### src/hw/rtl/rdm_pkg.sv
// Shared types, constants and codes of the residual desync monitor.
package rdm_pkg;

  localparam int HIST_BINS    = 8192;
  localparam int HIST_AW      = $clog2(HIST_BINS);
  localparam int PEAK_HISTORY = 5;
  localparam int PH_IW        = $clog2(PEAK_HISTORY + 1);
  localparam int PH_AW        = (PEAK_HISTORY > 1) ? $clog2(PEAK_HISTORY) : 1;
  localparam int CFG_AW       = 5;

  localparam logic [23:0] CNT_MAX = 24'hFFFFFF;
  localparam logic [23:0] HUGE_Q8 = 24'd256000;
  localparam logic [15:0] BIN_MAX = 16'hFFFF;
  localparam logic [3:0]  BAD_MAX = 4'hF;

  localparam logic [19:0]        SLOPE_RST = 20'd209088;
  localparam logic [11:0]        CUT_RST   = 12'd40;
  localparam logic [9:0]         WIN_RST   = 10'd101;
  localparam logic [7:0]         RATIO_RST = 8'd5;
  localparam logic [15:0]        PLIM_RST  = 16'd768;
  localparam logic signed [14:0] HLOW_RST  = -15'sd2000;
  localparam logic signed [14:0] HHIGH_RST = 15'sd3000;
  localparam logic [3:0]         BLIM_RST  = 4'd3;
  localparam logic signed [24:0] PMEAN_RST = 25'sd19200;
  localparam logic [23:0]        AVG_RST   = 24'd2560000;

  localparam logic CMD_EVENT = 1'b0;
  localparam logic CMD_HIT   = 1'b1;

  typedef enum logic [2:0] {
    V_ACCEPT  = 3'd0,
    V_WARN    = 3'd1,
    V_LOST    = 3'd2,
    V_EMPTY   = 3'd3,
    V_DISCARD = 3'd4
  } verdict_t;

  typedef enum logic [2:0] {
    R_SLOPE = 3'd0,
    R_CUT   = 3'd1,
    R_WIN   = 3'd2,
    R_RATIO = 3'd3,
    R_PLIM  = 3'd4,
    R_HLOW  = 3'd5,
    R_HHIGH = 3'd6,
    R_BLIM  = 3'd7
  } cfg_idx_t;

  typedef enum logic [4:0] {
    ST_IDLE, ST_MUL, ST_RES, ST_UPD, ST_SQ,
    ST_DIV_MEAN, ST_WAIT_MEAN, ST_MEAN_SQ, ST_WAIT_SQ, ST_SQRT, ST_WAIT_SQRT,
    ST_DIV_PEAK, ST_WAIT_PEAK, ST_DECIDE, ST_AVG_SUM, ST_DIV_AVG, ST_WAIT_AVG,
    ST_OUT, ST_CLEAR
  } state_t;

  typedef enum logic {
    OP_DIV  = 1'b0,
    OP_SQRT = 1'b1
  } arith_op_t;

  typedef struct packed {
    logic        start;
    arith_op_t   op;
    logic [63:0] a;
    logic [23:0] b;
  } arith_req_t;

  typedef struct packed {
    logic        done;
    logic [63:0] quo;
    logic [23:0] rem;
  } arith_rsp_t;

endpackage

### src/hw/rtl/rdm_arith.sv
// Shared bit-serial unit: 64/24 restoring divide and 64-bit integer square root.
module rdm_arith (
  input  logic               clk,
  input  logic               rst_n,
  input  rdm_pkg::arith_req_t req,
  output rdm_pkg::arith_rsp_t rsp
);
  import rdm_pkg::*;

  logic        busy_r, busy_nxt;
  logic        done_r, done_nxt;
  arith_op_t   op_r;
  logic [6:0]  cnt_r;
  logic [63:0] shf_r;
  logic [23:0] div_r;
  logic [23:0] rem_r;
  logic [33:0] sqrem_r;
  logic [31:0] root_r;

  logic [24:0] dtry;
  logic        dfit;
  logic [35:0] stry;
  logic [35:0] strial;
  logic        sfit;

  assign dtry   = {rem_r, shf_r[63]};
  assign dfit   = dtry >= {1'b0, div_r};
  assign stry   = {sqrem_r, shf_r[63:62]};
  assign strial = {2'b00, root_r, 2'b01};
  assign sfit   = stry >= strial;

  always_comb begin
    busy_nxt = busy_r;
    done_nxt = 1'b0;
    if (req.start) begin
      busy_nxt = 1'b1;
    end else if (busy_r && cnt_r == 7'd1) begin
      busy_nxt = 1'b0;
      done_nxt = 1'b1;
    end
  end

  always_ff @(posedge clk) begin
    if (!rst_n) begin
      busy_r <= 1'b0;
      done_r <= 1'b0;
    end else begin
      busy_r <= busy_nxt;
      done_r <= done_nxt;
    end
  end

  always_ff @(posedge clk) begin
    if (req.start) begin
      op_r    <= req.op;
      shf_r   <= req.a;
      div_r   <= req.b;
      rem_r   <= '0;
      sqrem_r <= '0;
      root_r  <= '0;
      cnt_r   <= (req.op == OP_DIV) ? 7'd64 : 7'd32;
    end else if (busy_r) begin
      cnt_r <= cnt_r - 7'd1;
      if (op_r == OP_DIV) begin
        shf_r <= {shf_r[62:0], dfit};
        rem_r <= dfit ? 24'(dtry - {1'b0, div_r}) : dtry[23:0];
      end else begin
        shf_r   <= {shf_r[61:0], 2'b00};
        sqrem_r <= sfit ? 34'(stry - strial) : stry[33:0];
        root_r  <= {root_r[30:0], sfit};
      end
    end
  end

  assign rsp.done = done_r;
  assign rsp.quo  = (op_r == OP_DIV) ? shf_r : {32'd0, root_r};
  assign rsp.rem  = rem_r;

endmodule

### config.mk
export PLATFORM = sky130hd
export DESIGN_NAME = rdm_arith
export DESIGN_NICKNAME = d
export VERILOG_FILES = /design/src/hw/rtl/rdm_pkg.sv /design/src/hw/rtl/rdm_arith.sv
export SDC_FILE = /design/constraint.sdc
export NUM_CORES = 1
export LEC_CHECK = 0
export BUFFER_PORTS_ARGS = -buffer_cell sky130_fd_sc_hd__buf_2
export CAP_MARGIN = 20
export CORE_UTILIZATION = 35
export CTS_CLUSTER_SIZE = 8
export DETAILED_ROUTE_END_ITERATION = 7
export PLACE_DENSITY = 0.54
export SLEW_MARGIN = 20
export SYNTH_ARGS = -nofsm -noshare
export SYNTH_HDL_FRONTEND = slang
export SYNTH_SLANG_ARGS = --single-unit
### constraint.sdc
create_clock -name clk -period 5.9 [get_ports clk]
set_input_delay 0.59 -clock clk [delete_from_list [all_inputs] [get_ports clk]]
set_output_delay 0.59 -clock clk [all_outputs]
set_load 0.03 [all_outputs]
==> results of run 1 <==
==> power groups by stage <==
stage | Sequential [mW] | Combinational (mW) | Clock (mW)
after floorplan | 1.62 | 1.31 | 0
after global placement | 1.63 | 1.67 | 0
after detailed placement | 1.63 | 1.68 | 0
after CTS | 1.60 | 1.69 | 1.15
after global routing | 1.62 | 1.87 | 1.19
final | 1.60 | 1.68 | 1.11
==> critical path: stages (launching register included) <==
cell	delay, ns
dfxtp_1	0.37
inv_1	0.05
ha_1	0.42
nand4_1	0.15
nor4_1	0.59
a311oi_1	0.18
a21oi_1	0.16
a31oi_1	0.10
o21ai_4	0.20
buf_4	0.48
mux2i_1	0.25
a21oi_1	0.08
==> cell families (layout without fill, tap and decap cells) <==
group	Yosys count	in the layout	synth area share
buffers and inverters	151	295	0.0507
xor gates and xnor gates	52	52	0.0391
adders and majority gates	61	61	0.0662
DFF	188	188	0.406
AOI/OAI and AO/OA	412	412	0.214
muxes	90	90	0.0808
and+or+nand+nor	371	371	0.143
==> layout by cell type (no fill, tap or decap), types with 3 or more instances in the layout <==
cell	instances
nand2b_1	6
o21bai_1	8
xor2_1	21
ha_1	60
o211ai_1	15
inv_1	74
buf_4	6
nor2_1	62
nor2b_1	38
xnor2_1	31
dfxtp_1	92
nand4_1	15
nand2_1	200
a21oi_1	164
a311oi_1	3
or3_1	3
o31ai_1	4
edfxtp_1	96
a41oi_1	4
and3_1	7
a31oi_1	10
o21a_1	13
and2_1	3
buf_2	179
mux2_2	32
nand3_1	9
o21ai_0	115
nor4b_1	3
nor3_1	10
a211oi_1	24
o22ai_1	3
clkinvlp_4	5
mux2i_1	58
clkbuf_16	17
a21o_1	18
nor4_1	4
==> layout make-up <==
type | count | share of cell area
inverters | 74 | 0.0206
repair buffers | 189 | 0.0748
multi-input cells | 986 | 0.471
clock buffers | 18 | 0.0326
well taps | 442 | 0.0411
flip-flops and latches | 188 | 0.351
clock inverters | 14 | 0.00864
==> metrics by stage <==
| stage | cell area [µm²] | power [mW] | instances | utilization |
|---|---|---|---|---|
| floorplan | 11600 | 2.93 | 1325 | - |
| CTS | 13400 | 4.44 | 1910 | 0.412 |
| detailed placement | 12900 | 3.31 | 1878 | 0.395 |
| global placement | 12900 | 3.30 | 1878 | 0.395 |
| finish | 13500 | 4.39 | 1911 | 0.413 |
| global route | 13500 | 4.68 | 1911 | 0.413 |
==> registers in the layout, summed over array words and instances, names as in the netlist <==
register	count
busy_r	1
done_r	1
sqrem_r	34
op_r	1
div_r	24
rem_r	24
root_r	32
shf_r	64
cnt_r	7
==> worst min path at each step <==
stage,from,to,slack [ns],depth (start not counted)
after floorplan,root_r[31],root_r[31],0.45,2
after global placement,sqrem_r[13],sqrem_r[13],0.47,2
after detailed placement,sqrem_r[11],sqrem_r[11],0.47,2
after CTS,req[17],div_r[17],0.29,1
after global routing,req[17],div_r[17],0.30,1
final,req[5],div_r[5],0.32,1
==> layer usage <==
metal	GRT usage	part of all wire	wire [µm]	vias up
met5	0	0	0	-
met4	0.0550	0.015	431	0
met3	0.0296	0.029	839	20
met2	0.282	0.47	13700	136
met1	0.234	0.49	14200	4518
li1	-	-	-	5002
==> results.txt, run 1 <==
The worst setup path is launched from a register. After synthesis, the mean cell area works out to just under 9 µm². The detailed placement HPWL is 20.6 mm.

The final critical-path share of the clock period is 0.549. The clock net in this run drives a total of 188 sinks. The final number of max-transition violations came out at 0.

After clock tree synthesis, the repair step resized 0 gates. The final antenna-violating net count came out at 0. The remaining design rule violation count is 0.

Sorting the synthesized cells by area gives the leading types as edfxtp_1 (25%), dfxtp_1 (16%), a21oi_1 (7.0%). The min-delay analysis places its worst path in the category input port to register. The overall global routing resource usage came out at 0.174. The global placement routability congestion is 0.856.

The number of setup buffers added after CTS came out at 0. The switching portion of total power is 0.373. TritonCTS built the clock tree. The area of the core came out at 32600 µm². The worst setup path is captured at a register. The cell count after synthesis came out at ~1.3k. The internal power came out at around 2.8 mW. In this run, synthesis inferred 96 flip-flops with an integrated enable. Of the total power, the clock network draws 0.253. The filler cell count came out at 3331. The global-route wire length before repair is 47.3 mm.

For this design the total switching power over the nets is 1.64 mW. The vertical extent of the die is approximately 180 µm. From left edge to right edge, the die measures 184 µm. The net total in the final layout came out at 1609. The area fraction of the dominant cell type after synthesis is 0.248. The flow ran to the end, and the final reports show no timing, DRC or antenna violations. The worst voltage drop across the vdd grid came out at 0.243 mV. The worst register-to-register path begins at root_r[3]. The final setup skew came out at 0.0127 ns. The via count of the first global-routing pass was 9132. During I/O placement, the number of pins put on the boundary was between 150 and 200. The critical path is of the register to register type.

The biggest area contributor in the post-synthesis netlist is edfxtp_1. The total iterations of the first detailed-routing run is 5. The effective utilization at floorplan came out at 0.357. The worst slack after detailed placement came out at 2.66 ns. The worst slack on hold paths came out at 0.315 ns.

After synthesis the netlist holds a flip-flop and latch count of 188. The endpoint identified for the worst register-to-register timing path is sqrem_r[19]. The later pin in the worst-skew pair is clocked with a latency of 0.45 ns.

Tracing the worst setup path back leads to its startpoint at root_r[3]. The netlist area before placement is around 12000 µm². For this block, the routed nets add up to 29.2 mm of wire. The max capacitance violation total is 0.

Port buffering added 180 buffers. After clock tree synthesis, the clock-pin slew on the worst setup and hold paths is around 0.080 ns. The maximum level of the CTS H-tree is 4. The full die area came out at ~34000 µm². Setup repair after global routing left no endpoint under its margin. For the pin with the worst max-slew slack, the measured transition is roughly 0.86 ns. The shortest period the worst path allows is 3.24 ns. The final sum of negative setup slack is 0 ns. In the routed layout, each cell is associated on average with a via count of 5.06. The fraction of final layout cells sized beyond drive strength 1 is 0.183. Row generation in the floorplan step produced 66 rows. The fraction of registers with async set or reset after synthesis is 0. Ranked by instance count, the synthesized netlist is headed by nand2_1 (200), a21oi_1 (164), o21ai_0 (115). From synthesis to final layout, the design area changed by 15.6%. In the final layout, the multi-input gates occupy 6340 µm².

Among all cell types in the netlist, the one instantiated most often is nand2_1. The aggregate global routing overflow is 0. The data required time at the worst endpoint came out at 6.19 ns. The final route contains between 9k and 10k vias.

The unique cell type count in the Yosys netlist is 69. The number of buffers inserted by hold repair at cts came out at 0. The dominant register cell in the synthesized netlist is edfxtp_1.

The power density over the cells is 326 nW/µm². Measured against its own limit, the worst slew margin works out to 0.424. The number of DRC violations after detailed-routing iteration 0 is around 560.

The final antenna diode count came out at 0. Entering global routing, the biggest net connects 150 pins. The post-synthesis net count came out at 1478. The number of antenna violations at the first check in global routing is 0. The data arrival time at the worst-slack endpoint is 3.54 ns.

The fmax came out at 309 MHz. The sequential area share after synthesis came out at 0.406. The critical path ends at sqrem_r[19]. The tree is rooted in a clkbuf_16. The worst register-to-register path has a depth of 11. Buffers inserted during clock tree synthesis total 17. No sink is reached through more buffers than the 2 on the longest clock path. The part of the total power dissipated in combinational logic is 0.383.

The sequential share of power came out at 0.364. The yosys synthesis warning count is 0. The count of final setup violators is 0. The total count of hold-check failures in the final report came out at 0. The average wire per standard cell is between 15 and 20 µm. The setup slack of the critical path after layout came out at 2.66 ns. The sequential cells in the finished layout cover a total of 4720 µm². Across all register-to-register paths, the minimum setup slack is 2.66 ns.

Summed over all cells, the static leakage comes to 5.66 nW. The maximum fanout along the worst path came out at 32.
(Power assumes the default switching activity.)
==> inputs of run 2 (changes only) <==
- ABC_AREA: default -> 1
- PLACE_DENSITY: 0.54 -> 0.53
- clock period: 5.9 -> 3.2 ns (I/O delays scaled with it)
==> results.txt, run 2 <==
The layout overhead on the synthesized area came out at 14.3%. The average wire per standard cell came out at 15.9 µm (+3.8%). The number of primary I/O pins is 181 (unchanged). Setup repair after global routing left no endpoint under its margin. The number of synthesized flops with an enable pin came out at 96 (unchanged). The die boundary width is 192 µm (+4.2%). The maximum fanout along the worst path is 42 (+31%). The cell area after layout came to 14500 µm² (+7.4%). The internal power is 6.02 mW (+120%). The aggregate global routing overflow is 0 (unchanged).

The part of the total power dissipated in combinational logic was 0.559 (+0.176). The global placement routability congestion is 0.956 (+12%). The clock insertion delay at the later pin of the skew report is 0.45 ns (about the same).

The maximum level of the CTS H-tree came out at 4 (unchanged). In this run the clock root is driven by a clkbuf_16. The run finished with clean final reports.

The final routed wirelength across all metal layers is 39.0 mm (+33%). The flop and latch count out of synthesis is 188 (unchanged). The data arrival time at the worst-slack endpoint came out at 2.43 ns (-1.11 ns). The leakage power of the design is 7.11 nW (+26%).

The area fraction of the dominant cell type after synthesis is 0.228 (-0.0196). The number of buffers inserted by hold repair at cts came out at 0 (unchanged). The final sum of negative setup slack was 0 ns (unchanged).

The most critical setup path has its startpoint at op_r. The fraction of registers with async set or reset after synthesis was 0 (unchanged). The number of buffers inserted by port buffering came out at 180 (unchanged). The via count of the routed design came out at 12.0k (+24%).

The worst setup path endpoint is rsp[39]. The full die area came out at 36900 µm² (+8.5%). The register-to-register path setup slack is 0.62 ns (-2.04 ns). The synthesized design spends more area on one cell type than any other, namely edfxtp_1. The worst setup path is captured at an output pin.

The endpoint of the lowest-slack register-to-register path is shf_r[0]. The number of buffers inserted during clock tree synthesis is 17 (unchanged). The reported net switching power is 5.77 mW (+250%). The largest registers in the layout are shf_r (64), sqrem_r (34), root_r (32). The TritonCTS sink count is 188 (unchanged). The worst slew margin relative to its limit came out at 0.328 (-0.0964). The via count normalized by instance count is 4.87 (-3.8%). The worst setup path is launched from a register. In the layout the commonest cells are nand2_1 (506), inv_1 (275), a21oi_1 (217), buf_2 (179), nor2_1 (168).

The synthesized area per cell is 6.87 µm² (-22%). The clock transition time at the flip-flop clock pins of the worst setup and hold paths is 0.07 ns (about the same). The global-route wire length before repair is 60.5 mm (+28%). The net total in the final layout came out at 2133 (+33%). The netlist area before placement came to 12600 µm² (+8.6%). The final number of max-transition violations is 0 (unchanged). The vertical extent of the die is 192 µm (+4.2%).

In the synthesized netlist, the cells that appear most often are nand2_1 (508), inv_1 (276), a21oi_1 (217). In the finished design, the share of the clock period the worst path needs comes to 0.859. The utilization of the core after routing is 0.406 (-0.00634).

The count of final setup violators came out at 0 (unchanged). The worst voltage drop across the vdd grid is 1.28 mV (+420%). The remaining design rule violation count came to 0 (unchanged).

The library cell used most frequently in the layout, excluding fill and tap cells, is nand2_1. The fmax is 364 MHz. The effective utilization at floorplan is 0.355 (-0.00146). The clock share of power is 0.180 (-0.073). The final setup skew is 0.0147 ns (+0.00196 ns). The sequential share of power came out at 0.261 (-0.103). By startpoint and endpoint, the worst setup path is classified as register to output pin. TritonCTS built the clock tree. The register with the most flip-flops in the final layout is shf_r.

The switching portion of total power came to 0.489 (+0.116). The unique cell type count in the Yosys netlist came out at 48 (-30%). The post-synthesis net count came to 1993 (+35%). The synthesized netlist cell count came out at 1840 (+39%). The number of buffers on the longest clock path came out at 2 (unchanged). The pin count of the biggest net entering global routing is 79 (-47%). The number of gates resized after cts is 0 (unchanged).

The area after detailed placement came out at 13900 µm² (+7.7%). The yosys synthesis warning count is 0 (unchanged). The via count of the first global-routing pass is 11.3k (+24%). The power density over the cells is 816 nW/µm² (+150%). The row count is 69 (+4.5%). The number of antenna violations at the first check in global routing is 1 (+1). The number of setup buffers added after CTS is 0 (unchanged). The post-route total power is 11.8 mW (+170%). Yosys attributes the largest share of cell area to edfxtp_1 (23%), nand2_1 (15%), dfxtp_1 (15%).

The max capacitance violation total is 0 (unchanged). The number of DRC violations after detailed-routing iteration 0 came out at 701 (+25%). The detailed placement HPWL is 29.7 mm (+44%). The dominant register cell in the synthesized netlist is edfxtp_1. The data required time at the worst endpoint is 2.88 ns (-3.31 ns). The total count of hold-check failures in the final report came out at 0 (unchanged). The fraction of final layout cells sized beyond drive strength 1 is 0.130 (-0.0527). The slew at the pin with the worst max-slew slack came out at 1.01 ns (+0.145 ns). The area of the core came out at 35600 µm² (+9.0%).

The flip-flop count of the largest register after layout is 64 (unchanged). The final antenna-violating net count is 0 (unchanged). The sequential area share after synthesis is 0.374 (-0.0321). The path category of the worst min-delay check is input port to register. The overall global routing resource usage is 0.212 (+0.0385). The most common cell in the synthesized netlist is nand2_1. The startpoint identified for the worst register-to-register timing path is rem_r[1]. The logic depth of the worst register-to-register path came out at 11 (unchanged).

The total iterations of the first detailed-routing run came out at 5 (unchanged). The shortest period the worst path allows is 2.75 ns.
## run 2: cell types whose count changed in the layout (fill, tap and decap cells not counted), moves of 18 or more
cell / delta
nand2_1: +306
inv_1: +201
nor2_1: +106
mux2i_1: -58
a21oi_1: +53
nand3_1: +51
nor2b_1: -38
mux2_2: -32
a211oi_1: -23
o21ai_0: +20
xnor2_1: -20
nand3b_1: +18
## run 2: cells by family (layout without fill, tap and decap cells)
logic type / count (synthesis) / after routing / synth area share
adders and majority gates: 61 / 61 / 0.0610
xor gates and xnor gates: 36 / 36 / 0.0249
AOI/OAI and AO/OA: 392 / 392 / 0.160
other: 0 / 1 / 0
buffers and inverters: 351 / 504 / 0.111
and+or+nand+nor: 812 / 812 / 0.270
DFF: 188 / 188 / 0.374
## run 2: through the flow
step	std cells	hold slack (ns)	setup WS, ns
after floorplan	1840	0.419	0.410
after global placement	2422	0.454	0.608
after detailed placement	2422	0.460	0.593
after CTS	2454	0.0205	0.375
after global routing	2455	0.0198	0.271
final	2455	0.0409	0.451
## run 2: cell type report
type	count	area (µm²)
sequential	188	4720
timing repair buffer	191	1000
clock inverter	14	133
inverter	281	1060
fill	3838	21100
antenna	1	2.50
multi-input combinational	1301	6530
tap	461	577
clock buffer	18	429
## run 2: routing by layer
layer / track usage / vias to the layer above / part of all wire
met5: 0 / - / 0
met4: 0.0627 / 0 / 0.023
met3: 0.0422 / 41 / 0.040
met2: 0.368 / 223 / 0.49
met1: 0.264 / 5487 / 0.45
li1: - / 6208 / -
## run 2: worst min-delay path by stage
stage / startpoint / end / slack, ns / cells past startpoint
2_1_floorplan: req[0] / div_r[0] / 0.42 / 0
3_3_place_gp: sqrem_r[33] / sqrem_r[33] / 0.45 / 2
3_5_place_dp: sqrem_r[32] / sqrem_r[32] / 0.46 / 2
4_1_cts: req[8] / div_r[8] / 0.02 / 1
5_1_grt: req[13] / div_r[13] / 0.02 / 1
6_report: req[15] / div_r[15] / 0.04 / 1
## run 2: worst max-delay path, cell delays in order (launching register included)
cell      delay, ns
edfxtp_1       0.42
inv_2          0.54
buf_4          0.37
nand2_1        0.17
o21ai_0        0.19
buf_2          0.27
## run 2: power by group through the flow
stage                     Sequential (mW)  Clock [mW]  Combinational (mW)
after floorplan                      3.10           0                5.29
after global placement               3.13           0                6.58
after detailed placement             3.13           0                6.58
after CTS                            3.08        2.19                6.61
after global routing                 3.12        2.27                7.44
final                                3.08        2.12                6.59
==> inputs of run 3 (changes only) <==
--- a/config.mk
+++ b/config.mk
@@ -7,3 +7,3 @@
 export LEC_CHECK = 0
-export ABC_AREA = 1
+export ABC_AREA = 0
 export BUFFER_PORTS_ARGS = -buffer_cell sky130_fd_sc_hd__buf_2
@@ -13,3 +13,3 @@
 export DETAILED_ROUTE_END_ITERATION = 7
-export PLACE_DENSITY = 0.53
+export PLACE_DENSITY = 0.54
 export SLEW_MARGIN = 20
--- a/constraint.sdc
+++ b/constraint.sdc
@@ -3,2 +3,2 @@
 set_output_delay 0.32 -clock clk [all_outputs]
-set_load 0.03 [all_outputs]
+set_load 0.1 [all_outputs]
==> results.txt, run 3 (synthesis gave the netlist of run 1 again) <==
The run finished with clean final reports. The via count normalized by instance count came out at 5.08 (+4.3%). The final instance count without filler cells came out at 1921 (-22%). The final critical-path share of the clock period came to 0.935 (+0.0762). The TritonCTS clock tree is done. The global placement routability congestion is 0.835 (-13%). The global-route wire length before repair came to 46.8 mm (-23%).

The final setup skew was 0.0116 ns (-0.00305 ns). The power density over the cells came to 648 nW/µm² (-21%). The data required time at the worst endpoint is 3.54 ns (+0.66 ns).

The maximum level of the CTS H-tree is 4 (unchanged). The register with the most flip-flops in the final layout is shf_r. The TritonCTS sink count is 188 (unchanged). The shortest period the worst path allows came out at 2.99 ns (+0.244 ns).

The full die area came out at 34000 µm² (-7.8%). The detailed placement HPWL came to 20.8 mm (-30%). The final number of max-transition violations is 0 (unchanged). The overall global routing resource usage is 0.171 (-0.0408). The worst voltage drop across the vdd grid is 0.408 mV (-68%). The die boundary width came out at 184 µm (-4.0%).

The clock insertion delay at the later pin of the skew report came out at 0.44 ns (about the same). The count of final setup violators came to 0 (unchanged). The critical path class is register to register. The path category of the worst min-delay check is input port to register.

The slew at the pin with the worst max-slew slack is 0.834 ns (-0.174 ns). The number of buffers on the longest clock path came out at 2 (unchanged). The number of buffers inserted by hold repair at cts is 0 (unchanged). The aggregate global routing overflow is 0 (unchanged). In the final layout, the registers with the most flip-flops are shf_r (64), sqrem_r (34), root_r (32). The effective utilization at floorplan came to 0.357 (+0.00146). The total iterations of the first detailed-routing run is 5 (unchanged). The tree is rooted in a clkbuf_16. The fraction of final layout cells sized beyond drive strength 1 came to 0.189 (+0.0589). The pin count of the biggest net entering global routing is 161 (+100%). The net total in the final layout came out at 1619 (-24%). The cell area after layout came out at 13600 µm² (-6.0%). The number of buffers inserted during clock tree synthesis came out at 17 (unchanged). The vertical extent of the die is 184 µm (-4.0%). The area of the core came out at 32600 µm² (-8.3%). The total count of hold-check failures in the final report came out at 0 (unchanged). The fmax is 334 MHz (-8.2%).

The worst slew margin relative to its limit came out at 0.442 (+0.115). The data arrival time at the worst-slack endpoint came out at 3.33 ns (+0.90 ns). The number of DRC violations after detailed-routing iteration 0 came out at 478 (-32%). The row count was 66 (-4.3%). The average wire per standard cell is 15.0 µm (-5.2%). The area after detailed placement is 13000 µm² (-6.5%). The clock transition time at the flip-flop clock pins of the worst setup and hold paths came to 0.08 ns (about the same). The type of destination of the critical path is a register. The number of setup buffers added after CTS is 0 (unchanged). The instance count after placement with tap cells included came to 1889 (-22%).

The leakage power of the design is 5.74 nW (-19%). The final antenna-violating net count is 0 (unchanged). The number of buffers inserted by port buffering is 180 (unchanged). The critical path launch point type is a register. The final sum of negative setup slack is 0 ns (unchanged). The flip-flop count of the largest register after layout was 64 (unchanged). The maximum fanout along the worst path came out at 13 (-69%). The via count of the routed design is 9764 (-18%). The max capacitance violation total is 0 (unchanged). The remaining design rule violation count is 0 (unchanged). Setup repair after global routing left no endpoint under its margin. The final antenna diode count is 0 (-1). The leading cell type in the layout, fill and taps excluded is nand2_1. The final routed wirelength across all metal layers came out at 28.9 mm (-26%). Leaving out fill and tap cells, the most frequent cells in the layout are nand2_1 (200), buf_2 (179), a21oi_1 (164), o21ai_0 (115), edfxtp_1 (96).

The number of antenna violations at the first check in global routing came to 0 (-1). The area growth from synthesis to layout is 16.8%. The via count of the first global-routing pass was 9173 (-19%). The number of primary I/O pins came out at 181 (unchanged).
==> run 3: cell count changes in the layout (fill, tap and decap cells not counted), sizes merged, moves of 53 or more <==
cell / change
nor2: -119
nand2: -316
nand3: -56
inv: -207
mux2i: +58
a21oi: -53
==> run 3: area by class of cell <==
cell class | instances | area [µm²]
Fill cell | 3312 | 19000
Multi-Input combinational cell | 986 | 6360
Sequential cell | 188 | 4720
Timing Repair Buffer | 199 | 1090
Tap cell | 442 | 553
Clock buffer | 18 | 439
Inverter | 74 | 278
Clock inverter | 14 | 153
==> run 3: critical path, cell delays in order, from the launching register on <==
cell and delay [ns]:
dfxtp_1 0.37, inv_1 0.07, ha_1 0.43, nand4_1 0.24, nor4_4 0.35, buf_4 0.16, a311oi_1 0.09, a21oi_1 0.17
a31oi_1 0.11, o21ai_4 0.20, buf_4 0.30, nand2_1 0.15, o211a_1 0.24
==> run 3: per-layer routing <==
layer  global-route usage  wire (µm)  up-vias
li1                     -          -     5020
met1                0.234      14300     4571
met2                0.275      13300      155
met3               0.0300        991       18
met4               0.0493        353        0
met5                    0          0        -
==> run 3: where the power goes <==
group	switching [mW]	leakage [nW]	internal (mW)
Sequential	0.158	1.73	2.79
Clock	1.04	0.292	1.13
Combinational	2.38	3.73	1.31
Total	3.58	5.74	5.23
==> run 3: metrics by stage <==
stage / hold WS, ns / setup slack (ns) / power [mW] / utilization
6_report: 0.0465 / 0.207 / 8.80 / 0.417
5_1_grt: 0.0223 / 0.00653 / 9.35 / 0.417
4_1_cts: 0.0166 / 0.00750 / 8.87 / 0.416
3_5_place_dp: 0.467 / 0.0440 / 6.67 / 0.398
3_3_place_gp: 0.463 / 0.0473 / 6.66 / 0.398
2_1_floorplan: 0.419 / 0.00543 / 5.92 / -
==> run 3: worst paths after layout <==
| kind | slack, ns | depth (start not counted) | start | end |
|---|---|---|---|---|
| worst max register to register | 0.21 | 12 | root_r[10] | sqrem_r[27] |
| worst min register to register | 0.48 | 2 | sqrem_r[11] | sqrem_r[11] |
| worst min-delay path | 0.05 | 1 | req[19] | div_r[19] |
| worst max-delay path | 0.21 | 12 | root_r[10] | sqrem_r[27] |
==> run 3: repair_timing <==
action	in CTS	in global routing
gates resized for setup	0	2
endpoints found under the setup margin	0	26
endpoints found under the hold margin	0	0
